[src/circular_queue_with_search_top_macros.svh]
// Assertion macros shared by the queue controller and datapath.
`ifndef CIRCULAR_QUEUE_WITH_SEARCH_TOP_MACROS_SVH
`define CIRCULAR_QUEUE_WITH_SEARCH_TOP_MACROS_SVH

`ifndef ASSERT_OFF
`define CQS_ASSERT(lbl, clk, rst, prop, msg) \
  lbl: assert property (@(posedge clk) disable iff (rst) prop) else $error(msg);
`define CQS_ASSERT_ALWAYS(lbl, clk, prop, msg) \
  lbl: assert property (@(posedge clk) prop) else $error(msg);
`else
`define CQS_ASSERT(lbl, clk, rst, prop, msg)
`define CQS_ASSERT_ALWAYS(lbl, clk, prop, msg)
`endif

`endif

[src/cqs_pkg.sv]
// Types and constants shared by the circular queue with search.
`timescale 1ns / 1ps
package cqs_pkg;

  localparam int CNT_W  = 7;
  localparam int FUNC_W = 3;
  localparam int DATA_W = 32;
  localparam int SLOT_W = 6;
  localparam int STAT_W = 2;

  localparam logic [CNT_W-1:0] CAP_RESET = 7'd64;

  localparam logic [FUNC_W-1:0] FN_ENQ    = 3'd0;
  localparam logic [FUNC_W-1:0] FN_DEQ    = 3'd1;
  localparam logic [FUNC_W-1:0] FN_PEEK   = 3'd2;
  localparam logic [FUNC_W-1:0] FN_CLEAR  = 3'd3;
  localparam logic [FUNC_W-1:0] FN_SEARCH = 3'd4;

  localparam logic [STAT_W-1:0] ST_OK       = 2'd0;
  localparam logic [STAT_W-1:0] ST_FULL     = 2'd1;
  localparam logic [STAT_W-1:0] ST_EMPTY    = 2'd2;
  localparam logic [STAT_W-1:0] ST_NOTFOUND = 2'd3;

  typedef struct packed {
    logic [FUNC_W-1:0]        func;
    logic signed [DATA_W-1:0] value;
  } req_t;

  typedef struct packed {
    logic [STAT_W-1:0]        status;
    logic signed [DATA_W-1:0] data;
    logic [SLOT_W-1:0]        found_slot;
    logic [CNT_W-1:0]         count;
    logic                     is_full;
    logic                     is_empty;
  } rsp_t;

  typedef enum logic [2:0] {
    S_IDLE,
    S_DECODE,
    S_READ,
    S_SCAN,
    S_RESULT
  } state_t;

  // Commands from the controller to the datapath.
  typedef struct packed {
    logic              capture;
    logic              wr_enq;
    logic              rd_head;
    logic              deq;
    logic              clear;
    logic              scan_start;
    logic              scan;
    logic              load_out;
    logic [STAT_W-1:0] out_status;
    logic              out_data_sel;
    logic              out_slot_sel;
  } dp_cmd_t;

  // Status from the datapath to the controller.
  typedef struct packed {
    logic [FUNC_W-1:0] func;
    logic              full;
    logic              empty;
    logic              scan_hit;
    logic              scan_end;
  } dp_stat_t;

endpackage

[src/cqs_dp.sv]
// Datapath of the circular queue: storage ring, pointers, search scan and result register.
`timescale 1ns / 1ps
`include "circular_queue_with_search_top_macros.svh"
module cqs_dp import cqs_pkg::*; #(
  parameter int DEPTH = 64
) (
  input  logic                 clk,
  input  logic                 rst,
  input  logic                 cfg_we,
  input  logic [CNT_W-1:0]     cfg_wdata,
  input  req_t                 in_data,
  input  dp_cmd_t              cmd,
  output dp_stat_t             stat,
  output rsp_t                 out_data
);

  localparam int PW = $clog2(DEPTH);
  localparam int AW = ((PW > CNT_W) ? PW : CNT_W) + 1;

  logic [DATA_W-1:0] mem [DEPTH];

  logic [CNT_W-1:0]  capacity;
  logic [CNT_W-1:0]  eff_cap;
  logic [PW-1:0]     head;
  logic [PW-1:0]     tail;
  logic [CNT_W-1:0]  held;
  req_t              req;
  logic [PW-1:0]     scan_ptr;
  logic [CNT_W-1:0]  issue_left;
  logic              rd_v;
  logic [PW-1:0]     rd_slot;
  logic [DATA_W-1:0] rd_data;
  logic              rd_en;
  logic [PW-1:0]     rd_addr;
  logic              scan_issue;
  logic              scan_hit;

  function automatic logic [PW-1:0] adv(input logic [PW-1:0] p, input logic [CNT_W-1:0] c);
    logic [AW-1:0] n;
    n = AW'(p) + AW'(1);
    if (n >= AW'(c)) begin
      adv = '0;
    end else begin
      adv = PW'(n);
    end
  endfunction

  // Capacity is clamped to one slot at the low end and to the built depth above.
  always_comb begin
    if (capacity == '0) begin
      eff_cap = CNT_W'(1);
    end else if (int'(capacity) > DEPTH) begin
      eff_cap = CNT_W'(DEPTH);
    end else begin
      eff_cap = capacity;
    end
  end

  assign scan_hit   = rd_v && (rd_data == req.value);
  assign scan_issue = cmd.scan && !scan_hit && (issue_left != '0);
  assign rd_en      = cmd.rd_head || scan_issue;
  assign rd_addr    = cmd.scan ? scan_ptr : head;

  assign stat.func     = req.func;
  assign stat.full     = (held == eff_cap);
  assign stat.empty    = (held == '0);
  assign stat.scan_hit = scan_hit;
  assign stat.scan_end = (issue_left == '0);

  always_ff @(posedge clk) begin
    if (rst) begin
      capacity <= CAP_RESET;
      head     <= '0;
      tail     <= '0;
      held     <= '0;
    end else if (cfg_we) begin
      capacity <= cfg_wdata;
      head     <= '0;
      tail     <= '0;
      held     <= '0;
    end else if (cmd.clear) begin
      head <= '0;
      tail <= '0;
      held <= '0;
    end else if (cmd.wr_enq) begin
      tail <= adv(tail, eff_cap);
      held <= held + CNT_W'(1);
    end else if (cmd.deq) begin
      head <= adv(head, eff_cap);
      held <= held - CNT_W'(1);
    end
  end

  always_ff @(posedge clk) begin
    if (cmd.capture) begin
      req <= in_data;
    end
  end

  always_ff @(posedge clk) begin
    if (cmd.wr_enq) begin
      mem[tail] <= req.value;
    end
    if (rd_en) begin
      rd_data <= mem[rd_addr];
      rd_slot <= rd_addr;
    end
  end

  // The scan keeps one read in flight and compares its registered data with the value sought.
  always_ff @(posedge clk) begin
    if (rst) begin
      rd_v       <= 1'b0;
      scan_ptr   <= '0;
      issue_left <= '0;
    end else if (cmd.scan_start) begin
      rd_v       <= 1'b0;
      scan_ptr   <= head;
      issue_left <= held;
    end else if (cmd.scan) begin
      rd_v <= scan_issue;
      if (scan_issue) begin
        scan_ptr   <= adv(scan_ptr, eff_cap);
        issue_left <= issue_left - CNT_W'(1);
      end
    end
  end

  always_ff @(posedge clk) begin
    if (cmd.load_out) begin
      out_data.status     <= cmd.out_status;
      out_data.data       <= cmd.out_data_sel ? rd_data : '0;
      out_data.found_slot <= cmd.out_slot_sel ? SLOT_W'(rd_slot) : '0;
      out_data.count      <= held;
      out_data.is_full    <= (held == eff_cap);
      out_data.is_empty   <= (held == '0);
    end
  end

  `CQS_ASSERT(a_held_in_cap, clk, rst, held <= eff_cap, "held count exceeds capacity")
  `CQS_ASSERT(a_ptrs_in_cap, clk, rst, (CNT_W'(head) < eff_cap) && (CNT_W'(tail) < eff_cap),
              "pointer outside the ring")
  `CQS_ASSERT(a_ring_meets, clk, rst, ((held == '0) || (held == eff_cap)) |-> (head == tail),
              "head and tail disagree with the count")
  `CQS_ASSERT(a_scan_bound, clk, rst, cmd.scan_start |=> (issue_left <= eff_cap),
              "scan longer than the ring")

endmodule

[src/cqs_ctrl.sv]
// Controller of the circular queue: sequences each request and hands results to the output.
`timescale 1ns / 1ps
`include "circular_queue_with_search_top_macros.svh"
module cqs_ctrl import cqs_pkg::*; (
  input  logic     clk,
  input  logic     rst,
  input  logic     in_valid,
  output logic     in_ready,
  output logic     out_valid,
  input  logic     out_ready,
  input  dp_stat_t stat,
  output dp_cmd_t  cmd
);

  state_t            state, state_next;
  logic [STAT_W-1:0] res_status, res_status_next;
  logic              res_data_sel, res_data_sel_next;
  logic              res_slot_sel, res_slot_sel_next;
  logic              out_free;

  assign out_free = !out_valid || out_ready;
  assign in_ready = (state == S_IDLE);

  always_ff @(posedge clk) begin
    if (rst) begin
      state        <= S_IDLE;
      res_status   <= ST_OK;
      res_data_sel <= 1'b0;
      res_slot_sel <= 1'b0;
      out_valid    <= 1'b0;
    end else begin
      state        <= state_next;
      res_status   <= res_status_next;
      res_data_sel <= res_data_sel_next;
      res_slot_sel <= res_slot_sel_next;
      if (cmd.load_out) begin
        out_valid <= 1'b1;
      end else if (out_ready) begin
        out_valid <= 1'b0;
      end
    end
  end

  always_comb begin
    state_next        = state;
    res_status_next   = res_status;
    res_data_sel_next = res_data_sel;
    res_slot_sel_next = res_slot_sel;
    cmd               = '0;
    cmd.out_status    = res_status;
    cmd.out_data_sel  = res_data_sel;
    cmd.out_slot_sel  = res_slot_sel;
    unique case (state)
      S_IDLE: begin
        if (in_valid) begin
          cmd.capture       = 1'b1;
          res_status_next   = ST_OK;
          res_data_sel_next = 1'b0;
          res_slot_sel_next = 1'b0;
          state_next        = S_DECODE;
        end
      end
      S_DECODE: begin
        state_next = S_RESULT;
        unique case (stat.func) inside
          FN_ENQ: begin
            if (stat.full) begin
              res_status_next = ST_FULL;
            end else begin
              cmd.wr_enq = 1'b1;
            end
          end
          FN_DEQ, FN_PEEK: begin
            if (stat.empty) begin
              res_status_next = ST_EMPTY;
            end else begin
              cmd.rd_head       = 1'b1;
              res_data_sel_next = 1'b1;
              state_next        = S_READ;
            end
          end
          FN_CLEAR: begin
            cmd.clear = 1'b1;
          end
          FN_SEARCH: begin
            if (stat.empty) begin
              res_status_next = ST_NOTFOUND;
            end else begin
              cmd.scan_start = 1'b1;
              state_next     = S_SCAN;
            end
          end
          default: begin
            // Unused codes leave the queue alone and report ok.
          end
        endcase
      end
      S_READ: begin
        // The word at the head is in the read register now.
        cmd.deq    = (stat.func == FN_DEQ);
        state_next = S_RESULT;
      end
      S_SCAN: begin
        cmd.scan = 1'b1;
        if (stat.scan_hit) begin
          res_slot_sel_next = 1'b1;
          state_next        = S_RESULT;
        end else if (stat.scan_end) begin
          res_status_next = ST_NOTFOUND;
          state_next      = S_RESULT;
        end
      end
      S_RESULT: begin
        if (out_free) begin
          cmd.load_out = 1'b1;
          state_next   = S_IDLE;
        end
      end
      default: begin
        state_next = S_IDLE;
      end
    endcase
  end

  `CQS_ASSERT(a_load_when_free, clk, rst, cmd.load_out |-> out_free,
              "result register overwritten before it was taken")
  `CQS_ASSERT(a_accept_decode, clk, rst, (in_valid && in_ready) |=> (state == S_DECODE),
              "accepted word not decoded next cycle")
  `CQS_ASSERT(a_one_update, clk, rst,
              $onehot0({cmd.wr_enq, cmd.deq, cmd.clear, cmd.scan_start, cmd.rd_head}),
              "more than one queue update in a cycle")
  `CQS_ASSERT(a_load_then_valid, clk, rst, cmd.load_out |=> out_valid,
              "loaded result not shown")

endmodule

[src/circular_queue_with_search_top.sv]
// Top level of the circular queue with search: controller plus datapath.
`timescale 1ns / 1ps
// Circular FIFO of signed 32-bit words with a linear search.
// Input channel in_valid/in_ready carries one request word (func, value):
// enqueue, dequeue, peek, clear or search. Every request yields exactly one
// result word on out_valid/out_ready with status, data, found slot, count
// and full/empty flags.
// Requests are handled one at a time. From the accepting edge to out_valid:
// enqueue, clear, unused codes and failed requests pass the decode and
// result states; dequeue and peek add a read state (one synchronous read
// of the slot memory); a search adds a scan state that runs until a match
// or the last held entry (none when the queue is empty), as the scan reads
// one slot per cycle. A new request is taken once the result is registered.
// The result sits in an output register: a stalled receiver does not keep
// the next request from being taken and worked on; only its own result
// waits until the register frees.
// cfg_we writes the capacity (clamped to 1..DEPTH) and empties the queue;
// write it only while the block is idle.
// Reset empties the queue and sets capacity to 64. The slot memory is not
// cleared: entries are only read after they were written.
module circular_queue_with_search_top import cqs_pkg::*; #(
  parameter int DEPTH = 64
) (
  input  logic             clk,
  input  logic             rst,
  input  logic             cfg_we,
  input  logic [CNT_W-1:0] cfg_wdata,
  input  logic             in_valid,
  output logic             in_ready,
  input  req_t             in_data,
  output logic             out_valid,
  input  logic             out_ready,
  output rsp_t             out_data
);

  dp_cmd_t  cmd;
  dp_stat_t stat;

  cqs_ctrl u_ctrl (
    .clk       (clk),
    .rst       (rst),
    .in_valid  (in_valid),
    .in_ready  (in_ready),
    .out_valid (out_valid),
    .out_ready (out_ready),
    .stat      (stat),
    .cmd       (cmd)
  );

  cqs_dp #(
    .DEPTH (DEPTH)
  ) u_dp (
    .clk       (clk),
    .rst       (rst),
    .cfg_we    (cfg_we),
    .cfg_wdata (cfg_wdata),
    .in_data   (in_data),
    .cmd       (cmd),
    .stat      (stat),
    .out_data  (out_data)
  );

endmodule
[config.mk]
export PLATFORM = sky130hd
export DESIGN_NAME = circular_queue_with_search_top
export DESIGN_NICKNAME = d
export VERILOG_FILES = /design/src/cqs_pkg.sv /design/src/cqs_dp.sv /design/src/cqs_ctrl.sv /design/src/circular_queue_with_search_top.sv
export VERILOG_INCLUDE_DIRS = /design/src /design/src/src
export SDC_FILE = /design/constraint.sdc
export NUM_CORES = 2
export LEC_CHECK = 0
export BUFFER_PORTS_ARGS = -buffer_cell sky130_fd_sc_hd__buf_2
export CORE_ASPECT_RATIO = 1.75
export CORE_MARGIN = 3
export CORE_UTILIZATION = 40
export CTS_BUF_LIST = sky130_fd_sc_hd__clkbuf_8
export DETAILED_ROUTE_END_ITERATION = 6
export SLEW_MARGIN = 25
export SYNTH_ARGS = -nofsm -noshare
export SYNTH_HDL_FRONTEND = slang
export SYNTH_SLANG_ARGS = --single-unit
[constraint.sdc]
create_clock -name clk -period 8.5 [get_ports clk]
set_input_delay 2.125 -clock clk [delete_from_list [all_inputs] [get_ports clk]]
set_output_delay 2.125 -clock clk [all_outputs]
set_load 0.005 [all_outputs]
After elaboration in Yosys (flattened, before gate mapping)
Memories as Yosys holds them, arrays and structs flattened. A register that Yosys moved wholly into a read port is not among the register bits. Cells that the tools add are included.

$add $sub $neg: 6. Mux-type cells: 54. Multipliers: 0. Div/mod/pow operators: 0. Equality and inequality tests: 22. Bitwise gates (word level): 1. $lt $le $gt $ge: 4. Reduce and logical (&&, ||, !) cells: 29. Shift-type cells: 0.

Operator list (number): $mux 7 (7); $mux 6 (7); $eq 32x32->1 (1); $ge 8x7->1 (3); $add 6x1->7 const B (3); $logic_not 7->1 (3); $mux 1 (20); $mux 3 (6); $mux 2 (8); $pmux 3 s5 (1); $sub 7x1->7 const B (2); $eq 3x2->1 const B (4); $pmux 2 s3 (2); $reduce_bool 2->1 (6); $ne 2x2->1 const B (5); $ne 3x3->1 const B (3); $reduce_and 8->1 (1); $add 7x1->7 const B (1); $eq 7x7->1 (1); $gt 7x7->1 const B (1); $reduce_bool 7->1 (1); $eq 3x1->1 const B (2); $eq 3x3->1 const B (2); $logic_not 3->1 (2); 15 further kinds (24).

Register bits after elaboration: 138. Latch bits: 0. Memories: 1. Input bits: 47. Bits in read-only memories: 0. Bits in writable memories: 2048.

Memory list: u_dp.mem (words 64, bits a word 32, read ports 1, clocked after memory_dff 1, wr ports 1, RTL line cqs_dp.sv:20) `logic [DATA_W-1:0] mem [DEPTH];`.

Depth between registers and ports, before layout
Word-level depth: 9. Gate-level depth with buffers: 18. Mapped depth without buffers: 14.

Cells and area by module
From an unflattened synthesis, not the netlist that was laid out.

Cells, all modules: 6955. Area, all modules: 92840.3 sq um.

Modules (own cells, without submodules): cqs_dp (area an instance 92252.2 sq um, cells an instance 6877, seq. area each 65963.3 sq um, instances 1); cqs_ctrl (area an instance 588.1 sq um, cells an instance 78, seq. area each 160.2 sq um, instances 1).

Least setup slack after synthesis
OpenSTA, ideal clock, no wires.

Path kind: register to register. Start: register u_dp.capacity[6]. End: memory u_dp.mem[16][0] (enable). Cell stages (with the launch flop): 12. Required time: 7.998 ns. Clock period less this slack: 5.428 ns. Arrival: 4.926 ns. Library setup time: 0.502 ns. Path slack: 3.072 ns. Buffers on the path: 3. Path through: dfxtp_1 buf_2 nand2b_1 xnor2_1 o21ai_0 and4bb_1 buf_2 or2_1 buf_4 inv_2 nand3_1 nor4_1.

RTL lines: start: declaration (RTL line cqs_dp.sv:22) `logic [CNT_W-1:0] capacity;`; start signal: assignment (RTL line cqs_dp.sv:77) `capacity <= cfg_wdata;`; end: declaration (RTL line cqs_dp.sv:20).

Worst setup path in the final report
Start: register u_ctrl.state[2]. End: register u_dp.rd_data[5], read port of u_dp.mem (data pin).

Cells in the longest elaborated chain, start to end: 5. Elaborated cells on any way between the ends: 8. Classes of those cells: eq/ne (2); mux (3); reduce/logical (3).

RTL lines: start: declaration (RTL line cqs_ctrl.sv:15) `state_t state, state_next;`; start signal: assignment (RTL line cqs_ctrl.sv:32) `state <= state_next;`; $eq 3x2->1 (RTL line cqs_ctrl.sv:53) `unique case (state)`; $mux 1 (RTL line cqs_ctrl.sv:53); $logic_and 1x1->1 (2 in series) (RTL line cqs_dp.sv:60) `assign scan_issue = cmd.scan && !scan_hit && (issue_left != '0);`; $logic_or 1x1->1 (RTL line cqs_dp.sv:61) `assign rd_en = cmd.rd_head || scan_issue;`; end: declaration (RTL line cqs_dp.sv:32) `logic [DATA_W-1:0] rd_data;`.

Several ways; a longest one is shown, not always the timed one. A chain may end at the register's enable or synchronous reset.

==> summary.md <==
| Metric | Value |
|---|---|
| Status | complete, no violations |
| Setup crit end kind | flip-flop |
| Die Y-Extent | 622 um |
| Synth warn | 0 |
| CP Depth | 12 |
| RR Endpoint | u_dp.rd_data[5] |
| Vias in the first global route | 53283 |
| Post-synthesis xor/xnor area fraction | 0.00545 |
| Final WS setup | 3380 ps |
| Count of cell types in the netlist | 64 |
| Number of flops mapped to enable cells by yosys | 2170 |
| Gr ovfl total | 0 |
| DRC | 0 |
| CTS H-tree depth | 5 |
| Area growth syn-to-layout | 11.5% |
| CP endpoint | u_dp.rd_data[5] |
| Sequential standard cell area | 66100 um^2 |
| Register area share after synthesis | 0.761 |
| Hold crit path type | reg2reg |
| Initial Utilization | 0.403 |
| CP Data Arrival Time | 5770 ps |
| Vias | 54550 |
| Initial antenna violation count | 14 |
| Placed cell count | 8704 |
| Initial drt markers | 6786 |
| Share of layout cells above drive strength 1 | 0.112 |
| Worst slew margin | 0.247 |
| Most common cell after layout, fill and taps aside | edfxtp_1 |
| Clock Tree Buf Depth | 4 |
| Post-CTS Setup Bufs | 0 |
| Synth Cell Area | 86900 um^2 |
| Worst reg2reg path startpoint | u_ctrl.state[2] |
| WP buf/inv | 5 |
| Core Area | 215000 um^2 |
| Hold_buf cts | 0 |
| Placed cell areas | 91100 um^2 |
| Largest family of logic cells by synthesized area | simple AND/OR/NAND/NOR gates |
| Most frequent CP cell | buf_4 |
| Slew at the pin closest to its max-slew limit | 1130 ps |
| Post-synth top area share | 0.750 |
| Pre-CTS worst setup slack | 3560 ps |
| Cell count after synthesis | 6009 |
| Final setup fails | 0 |
| Global-route wire length before repair | 386 mm |
| Final ANT Viol Nets | 0 |
| Max stage delay on crit path | 800 ps |
| Total Wirelength | 275 mm |
| CP Launch Type | flip-flop |
| Flops & latches, synth | 2218 |
| Die area | 223000 um^2 |
| R2R depth | 12 |
| Pleak | 0.0338 uW |
| Crit path max-delay family | buffers and inverters |
| WL/cell | 29.7 um |
| Worst Hold Launch | u_ctrl.res_status[1] |
| Finished Cell Area | 96800 um^2 |
| Post-Synth Adder-Cell Area | 0.00484 |
| Total CTS buffers | 322 |
| Synth Net Count | 6089 |
| Compound-Gate Fraction of Synth Area | 0.0578 |
| Setup crit start | u_ctrl.state[2] |
| Critical Path RT | 9150 ps |
| Fin Clk Skew | 89.9 ps |
| Slew Viols, Final | 0 |
| Setup Total Neg Slack | 0 ps |
| Resize count post-CTS | 0 |
| Main flop type after synthesis | edfxtp_1 |
| Crit-path slowest cell | nand2_4 |
| Max Clock Freq | 195 MHz |
| Hold Fails Final Rpt | 0 |
| CTS tree | built |
| IO Pins | 98 |
| Crit Path Category | reg2reg |
| FILL cells | 18874 |
| Area of the multi-input gates | 19600 um^2 |
| # port buffers | 97 |
| Crit-path cells | nand3b_1 > buf_4 > mux2i_4 > buf_4 > inv_2 > buf_4 > nand2_4 > buf_12 > a21oi_1 > or4_1 > a31oi_1 > o31ai_1 |
| Die width | 358 um |
| Worst-Skew Late Latency | 980 ps |
| TritonRoute pass-1 iters | 6 |
| Root buf cell | clkbuf_8 |
| Vias per inst | 5.90 |
| RSZ-0062 raised after global routing | no |
| Final nets | 6271 |
| Reg2reg setup slack | 3380 ps |
| PwrDens | 210 nW/um^2 |
| Hold Slack | 457 ps |
| Worst-path clk slew | 70 ps |
| CP max FO | 55 |
| Post-Syn Area per Cell | 14.5 um^2 |
| Detail Placement HPWL | 144 mm |
| Post-synth top area cell | edfxtp_1 |
| Largest net degree at the start of global routing | 140 |
| Simple-gate portion of the synthesized area | 0.111 |
| Peak supply drop | 0.114 mV |
| Site Rows | 225 |
| Final std cells w/o fill | 9252 |
| Asr flop ratio synth | 0 |
| TritonCTS Sinks | 2218 |
| Post-synthesis mux area share | 0.0389 |
| MaxCap Viol Count | 0 |
| Total GRT Usage | 0.241 |
| Leading cell types in the layout, fill and taps excluded | edfxtp_1, nand2_1, nand3_1, clkbuf_8, mux2i_1 |
| Fin crit period | 5120 ps |
| Largest cells by area after synthesis | edfxtp_1, nand2_1, mux2i_1 |
| GP Congestion | 0.847 |
| Post-route clock period utilization | 0.602 |
-- sequential cells by signal, summed over array words and instances (netlist names), 6 cells and up --
register         count
u_dp.head            6
u_dp.rd_data        32
u_dp.mem          2048
u_dp.out_data       49
u_dp.rd_slot         6
u_dp.issue_left      7
u_dp.tail            6
u_dp.scan_ptr        6
u_dp.capacity        7
u_dp.req            32
u_dp.held            7
-- how the worst min path moves through the flow --
stage	to	cells after the start	slack [ps]
floorplan	u_dp.out_data[47]	0	400
global placement	u_dp.out_data[48]	0	430
detailed placement	u_dp.out_data[48]	0	430
CTS	u_dp.out_data[48]	0	450
global route	u_dp.out_data[48]	0	480
finish	u_dp.out_data[48]	0	460
-- per-layer routing --
layer | GRT usage | up-vias | share of wire
met3 | 0.0410 | 688 | 0.086
met1 | 0.297 | 27776 | 0.36
met2 | 0.403 | 2993 | 0.49
met4 | 0.127 | 6 | 0.058
li1 | - | 23087 | -
met5 | 0 | - | 0.00013
-- metrics by stage --
stage                     total power (uW)   util
after detailed placement             12600  0.423
after CTS                            20500  0.449
final                                20400  0.450
after global routing                 20900  0.449
after global placement               12600  0.423
after floorplan                      12400      -
-- Yosys cell counts, drive strengths merged, types with 2 or more instances --
library cell  instances
and3b                 2
edfxtp             2170
buf                 200
nor4                  7
nand2              1452
nand4                71
inv                  17
mux2                  3
o211a                 2
nor2                 96
a21oi               163
clkbuf              185
o31ai                34
a311oi               18
a22oi                 2
xnor2                43
nor2b                 3
o211ai                2
nand2b               13
o221ai               50
or2                   2
a32oi                70
a211oi                5
or3                   8
nand3               414
o21ai                19
or4                  65
a21o                 11
a221o                33
and2                 39
mux2i               332
o311ai                3
and3                 11
nor3                 12
ha                   32
a31oi               248
nor3b                 2
o22ai                80
a21boi                2
xor2                 11
nand3b               13
or3b                  3
dfxtp                48
-- area by class of cell --
class | instances | area share
Multi-Input combinational cell | 3389 | 0.202
Timing Repair Buffer | 243 | 0.0181
Clock inverter | 211 | 0.0120
Sequential cell | 2218 | 0.683
Tap cell | 2837 | 0.0367
Antenna cell | 5 | 0.000129
Inverter | 17 | 0.000750
Clock buffer | 332 | 0.0472
-- where the power goes --
group | switching, uW | total, uW | internal, uW
Sequential | 16.1 | 12100 | 12100
Combinational | 265 | 310 | 44.9
Clock | 4030 | 7980 | 3940
-- cell families after synthesis --
| group | after synthesis |
|---|---|
| fa+ha+maj | 33 |
| flops | 2218 |
| compound gates | 748 |
| simple gates | 2219 |
| mux | 335 |
| xor+xnor | 54 |
| buf+inv | 402 |
Power figures use the tool's default switching activity.
